--- config.mk ---
export PLATFORM = sky130hd
export DESIGN_NAME = stbs_ctrl
export DESIGN_NICKNAME = d
export VERILOG_FILES = /design/src/rtl/stbs_pkg.sv /design/src/rtl/stbs_ctrl.sv
export SDC_FILE = /design/constraint.sdc
export NUM_CORES = 1
export LEC_CHECK = 0
export BUFFER_PORTS_ARGS = -buffer_cell sky130_fd_sc_hd__buf_4
export CAP_MARGIN = 20
export CORE_AREA = 5 5 42 44
export DETAILED_ROUTE_END_ITERATION = 8
export DIE_AREA = 0 0 47 49
export PLACE_DENSITY = 0.3
export SYNTH_ARGS = -nofsm -noshare
export SYNTH_HDL_FRONTEND = slang
export SYNTH_SLANG_ARGS = --single-unit
--- constraint.sdc ---
create_clock -name clk -period 1.6 [get_ports clk]
set_clock_uncertainty 0.15 [all_clocks]
set_input_delay 0.08 -clock clk [delete_from_list [all_inputs] [get_ports clk]]
set_output_delay 0.08 -clock clk [all_outputs]
set_load 0.05 [all_outputs]
--- src/rtl/stbs_pkg.sv ---
// Shared types and constants for the sorted table binary search block.
// Used by the controller, datapath, top level and checker; no dependencies.
`timescale 1ns / 1ps
`default_nettype none

package stbs_pkg;

    localparam int VALUE_W   = 64;
    localparam int INDEX_W   = 10;
    localparam int ENTRIES_W = 11;

    localparam logic [1:0] OP_LOAD  = 2'd0;
    localparam logic [1:0] OP_EXACT = 2'd1;
    localparam logic [1:0] OP_LOWER = 2'd2;

    typedef struct packed {
        logic [1:0]                operation;
        logic [INDEX_W-1:0]        entry_index;
        logic signed [VALUE_W-1:0] entry_value;
        logic signed [VALUE_W-1:0] search_key;
    } request_t;

    typedef struct packed {
        logic                      found;
        logic [INDEX_W-1:0]        position;
        logic signed [VALUE_W-1:0] found_value;
    } result_t;

    typedef enum logic [1:0] {
        ST_IDLE,
        ST_CHECK,
        ST_COMPARE,
        ST_REPORT
    } state_t;

    typedef struct packed {
        logic load_we;
        logic init;
        logic rd_en;
        logic update;
    } ctrl_cmd_t;

    typedef struct packed {
        logic range_open;
        logic exact_hit;
    } dp_status_t;

endpackage

`default_nettype wire

--- src/rtl/stbs_ctrl.sv ---
// Controller state machine for the binary search: sequences probe reads,
// bound updates and the result strobe. Depends on stbs_pkg.
`timescale 1ns / 1ps
`default_nettype none

module stbs_ctrl
    import stbs_pkg::*;
(
    input  wire logic       clk,
    input  wire logic       rst_n,
    input  wire logic       start,
    input  wire logic [1:0] operation,
    input  wire dp_status_t status,
    output ctrl_cmd_t       cmd,
    output logic            busy,
    output logic            done
);

    state_t state_reg;
    state_t state_next;
    logic   accept;

    assign accept = start && (state_reg == ST_IDLE);

    always_ff @(posedge clk or negedge rst_n)
    begin
        if (!rst_n)
        begin
            state_reg <= ST_IDLE;
        end
        else
        begin
            state_reg <= state_next;
        end
    end

    always_comb
    begin
        state_next = state_reg;
        case (state_reg)
            ST_IDLE:
            begin
                if (accept && (operation inside {OP_EXACT, OP_LOWER}))
                begin
                    state_next = ST_CHECK;
                end
            end
            ST_CHECK:
            begin
                state_next = status.range_open ? ST_COMPARE : ST_REPORT;
            end
            ST_COMPARE:
            begin
                state_next = status.exact_hit ? ST_REPORT : ST_CHECK;
            end
            ST_REPORT:
            begin
                state_next = ST_IDLE;
            end
            default:
            begin
                state_next = ST_IDLE;
            end
        endcase
    end

    always_comb
    begin
        cmd     = '0;
        busy    = 1'b1;
        done    = 1'b0;
        case (state_reg)
            ST_IDLE:
            begin
                busy        = 1'b0;
                cmd.load_we = accept && (operation == OP_LOAD);
                cmd.init    = accept && (operation inside {OP_EXACT, OP_LOWER});
            end
            ST_CHECK:
            begin
                cmd.rd_en = status.range_open;
            end
            ST_COMPARE:
            begin
                cmd.update = 1'b1;
            end
            ST_REPORT:
            begin
                done = 1'b1;
            end
            default:
            begin
                busy = 1'b1;
            end
        endcase
    end

endmodule

`default_nettype wire

==> Word-level counts from Yosys, hierarchy flattened <==
Index checks and enable logic that the tools add are counted.
{ "word_totals": {"register_bits": 2, "elab_cells": 22, "out_inout_bits": 6} }
{ "op_classes": {"n_mux": 9, "n_eq_ne": 6, "reduce_logical": 6} }
{ "op_table": {"columns": ["operator", "count"], "rows": [
  ["case mux 2 bit (4 select lines)", 1],
  ["== test 2 bit, second input constant", 3],
  ["2-to-1 mux 2 bit", 3],
  ["2-to-1 mux 1 bit", 5],
  ["== test 2 x 1 -> 1 bit, second input constant", 2],
  ["logical NOT 2 bit", 2],
  ["logical AND 1 bit", 3],
  ["inequality test 2 x 1 -> 1 bit, second input constant", 1],
  ["nonzero test 2 bit", 1]
]} }

==> Longest topological paths before layout <==
{ "depth": {"word_depth": 5, "ltp_mapped": 4, "ltp_nobuf": 4} }

==> Worst setup path after synthesis <==
Ideal clock, no wire load.
{ "synth_timing": {"path_kind": "register to output", "start": "reg state_reg[0]", "end": "out cmd[2] in the netlist's numbering", "t_arrival_ps": 1401, "required_ps": 1370, "stages_incl_launch_ff": 3, "path_slack_ps": -31, "cell_sequence": "dfrtp_1 -> or2_4 -> nor2_1"} }
{ "synth_lines": {"columns": ["item", "line", "text"], "rows": [
  ["start, declared", "stbs_ctrl.sv:19", "state_t state_reg;"],
  ["start signal, assigned", "stbs_ctrl.sv:33", "state_reg <= state_next;"],
  ["end, declared", "stbs_ctrl.sv:14", "output ctrl_cmd_t cmd,"]
]} }

==> insert_results.sql <==
INSERT INTO impl_metrics (metric_group, metric, value, unit) VALUES
('sta', 'max_slew_margin', '89.0', '%'),
('synth', 'syn_area', '144', 'um2'),
('layout', 'largest_register_ffs', '2', ''),
('layout', 'layout.nets', '46', ''),
('floorplanning', 'die-height', '49', 'um'),
('power_and_ir_drop', 'leakage_power_summed_over_all_cells', '0.169', 'nW'),
('clock_network', 'postCtsResizedCells', '0', ''),
('power_and_ir_drop', 'clock_power_share', '18.3', '%'),
('critical_path', 'worstSetupPathType', 'reg -> out', ''),
('sta', 'timing.final.crit_share', '90.2', '%'),
('sta', 'fin_hold_ws', '20.1', 'ps'),
('clock_network', 'htree_levels', '1', ''),
('sta', 'rsz0062_at_grt', 'no', ''),
('critical_path', 'crit-reg2reg-capture', 'state_reg[1]$_DFFE_PN0P_', ''),
('clock_network', 'clkTransAtPathRegs', '30', 'ps'),
('floorplanning', 'placement_rows', '14', ''),
('synth', 'synth-async-reset-ratio', '100', '%'),
('power_and_ir_drop', 'netSwitchingPower', '313', 'uW'),
('clock_network', 'clock_sink_count', '2', ''),
('drt', 'vias', '190', ''),
('drt', 'routed_via_density', '3.65', ''),
('grt', 'track_usage', '5.99', '%'),
('critical_path', 'worst_setup_path_start_kind', 'flop', ''),
('sta', 'maxSlewViolCount', '0', ''),
('synth', 'synthTopCellsByArea', 'sky130_fd_sc_hd__dfrtp_1 35%, sky130_fd_sc_hd__ha_1 8.7%, sky130_fd_sc_hd__inv_1 7.8%, sky130_fd_sc_hd__nor2_1 7.8%, sky130_fd_sc_hd__a21bo_1 7.0%', ''),
('synth', 'synth.lib_cells_used.distinct', '12', ''),
('placement', 'dpl.hpwl', '380', 'um'),
('clock_network', 'tritoncts', 'yes', ''),
('drt', 'drt-pass1-iter-count', '1', ''),
('critical_path', 'critical_path_at', '1210', 'ps'),
('layout', 'multi_input_comb_area', '82.6', 'um2'),
('run', 'cap_viol_max_count', '0', ''),
('grt', 'wire_length_of_the_first_global_routing_pass', '883', 'um'),
('critical_path', 'regToRegStartpoint', 'state_reg[1]$_DFFE_PN0P_', ''),
('layout', 'fill_cells', '162', ''),
('layout', 'fin_area', '307', 'um2'),
('power_and_ir_drop', 'power.internal', '300', 'uW'),
('placement', 'placed_instance_area', '254', 'um2'),
('placement', 'gpl.final_weighted_congestion', '0.725', ''),
('critical_path', 'timing.reg2reg.setup_slack', '570', 'ps'),
('drt', 'dr.first_iter.drc_count', '0', ''),
('drt', 'route.detailed.wl_per_inst', '9.50', 'um'),
('sta', 'timing_hold_violations_final', '0', ''),
('run_status', 'outcome', 'finished, final reports clean', ''),
('synth', 'synth_top_cells_by_count', '3 x sky130_fd_sc_hd__inv_1, 3 x sky130_fd_sc_hd__nor2_1, 2 x sky130_fd_sc_hd__dfrtp_1, 2 x sky130_fd_sc_hd__nand2_1', ''),
('clock_network', 'worstSkewPairLatency', '230', 'ps'),
('synth', 'yosysWarnings', '0', ''),
('synth', 'syn_inst', '18', ''),
('synth', 'synth_seq_area_share', '34.8', '%'),
('grt', 'grt_overflow', '0', ''),
('critical_path', 'critPathRequiredTime', '1370', 'ps'),
('critical_path', 'crit_path_max_fanout', '5', ''),
('synth', 'ys_ff_latch', '2', ''),
('power_and_ir_drop', 'irDropWorstVdd', '712', 'uV'),
('grt', 'grt_pass1_vias', '212', ''),
('power_and_ir_drop', 'power_density', '2000', 'nW/um2'),
('power_and_ir_drop', 'seq_power_share', '17.2', '%'),
('sta', 'max_slew.worst_pin.slew', '165', 'ps'),
('clock_network', 'cts-buffers-inserted', '3', ''),
('floorplanning', 'ios', '13', ''),
('floorplanning', 'starting_utilization_of_the_core_area', '10.3', '%'),
('drt', 'drc', '0', ''),
('sta', 'final-setup-viol-count', '0', ''),
('power_and_ir_drop', 'comb_power_share', '64.5', '%'),
('floorplanning', 'die_area', '2300', 'um2'),
('sta', 'fin_tns_setup', '0', 'ps'),
('synth', 'synth_largest_area_cell', 'sky130_fd_sc_hd__dfrtp_1', ''),
('synth', 'synth-edff-count', '0', ''),
('critical_path', 'critical_path.endpoint_type', 'output pin', ''),
('placement', 'io_buffer_count', '12', ''),
('sta', 'clock.fmax', '693', 'MHz');
## routing by layer
layer  part of all wire (%)  track usage (%)  vias up  wire length [um]
met3                     16             1.48        4                79
li1                       -                -       94                 -
met2                     42             7.47       15               207
met1                     35             5.95       77               175
met5                      0                0        -                 0
met4                    6.3             9.68        0                31
## how the worst max path moves through the flow
stage	to	slack (ps)	from
4_1_cts	cmd[3]	140	state_reg[0]$_DFFE_PN0P_
3_5_place_dp	cmd[3]	390	state_reg[0]$_DFFE_PN0P_
5_1_grt	cmd[2]	90	state_reg[1]$_DFFE_PN0P_
3_3_place_gp	cmd[2]	420	state_reg[0]$_DFFE_PN0P_
6_report	cmd[3]	160	state_reg[1]$_DFFE_PN0P_
2_1_floorplan	cmd[2]	-30	state_reg[0]$_DFFE_PN0P_
## through the flow
step | total power [mW] | setup slack (ps) | cells | utilization [%]
3_3_place_gp | 0.492 | 416 | 46 | 18.1
2_1_floorplan | 0.381 | -31.3 | 18 | -
6_report | 0.612 | 158 | 52 | 21.9
4_1_cts | 0.625 | 143 | 52 | 21.9
5_1_grt | 0.658 | 87.9 | 52 | 21.9
3_5_place_dp | 0.499 | 387 | 46 | 18.1
## worst max-delay path: stages, from the launching register on
cell and delay, ps:
sky130_fd_sc_hd__dfrtp_1 400, sky130_fd_sc_hd__or2_4 270, sky130_fd_sc_hd__nor2_1 110, sky130_fd_sc_hd__buf_4 200
## cell usage in the layout (no fill, tap or decap), drive strengths merged
master	synthesis	layout
buf	0	12
a21bo	1	1
clkbuf	0	3
nand2b	1	1
o22ai	1	1
nor2	3	3
or2	1	1
nand2	2	2
and2	1	1
a21oi	1	1
inv	3	3
nor2b	1	1
dlygate4sd3	0	3
dfrtp	2	2
ha	1	1
## kinds of logic after synthesis
logic type / Yosys count / share of synthesized area [%]
DFF: 2 / 34.8
AOI/OAI and AO/OA: 3 / 14.8
and+or+nand+nor: 9 / 33.9
adders and majority gates: 1 / 8.69
buffers and inverters: 3 / 7.83
## power by group through the flow
| stage | Sequential, mW | Combinational [mW] | Clock, mW |
|---|---|---|---|
| after floorplan | 0.0984 | 0.282 | 0 |
| after global placement | 0.102 | 0.390 | 0 |
| after detailed placement | 0.107 | 0.391 | 0 |
| after CTS | 0.107 | 0.399 | 0.120 |
| after global routing | 0.114 | 0.421 | 0.124 |
| final | 0.105 | 0.395 | 0.112 |
## area by class of cell
class | instances | share of cell area [%]
clock buffers | 3 | 7.35
repair buffers | 15 | 39.2
flip-flops and latches | 2 | 16.3
inverters | 3 | 3.67
multi-input cells | 13 | 26.9
well taps | 16 | 6.53
## what timing repair did
action / in CTS / in global routing
endpoints found under the hold margin: 4 / 0
hold buffers: 3 / 0
buffers inserted: 0 / 0
(Power assumes the default switching activity.)
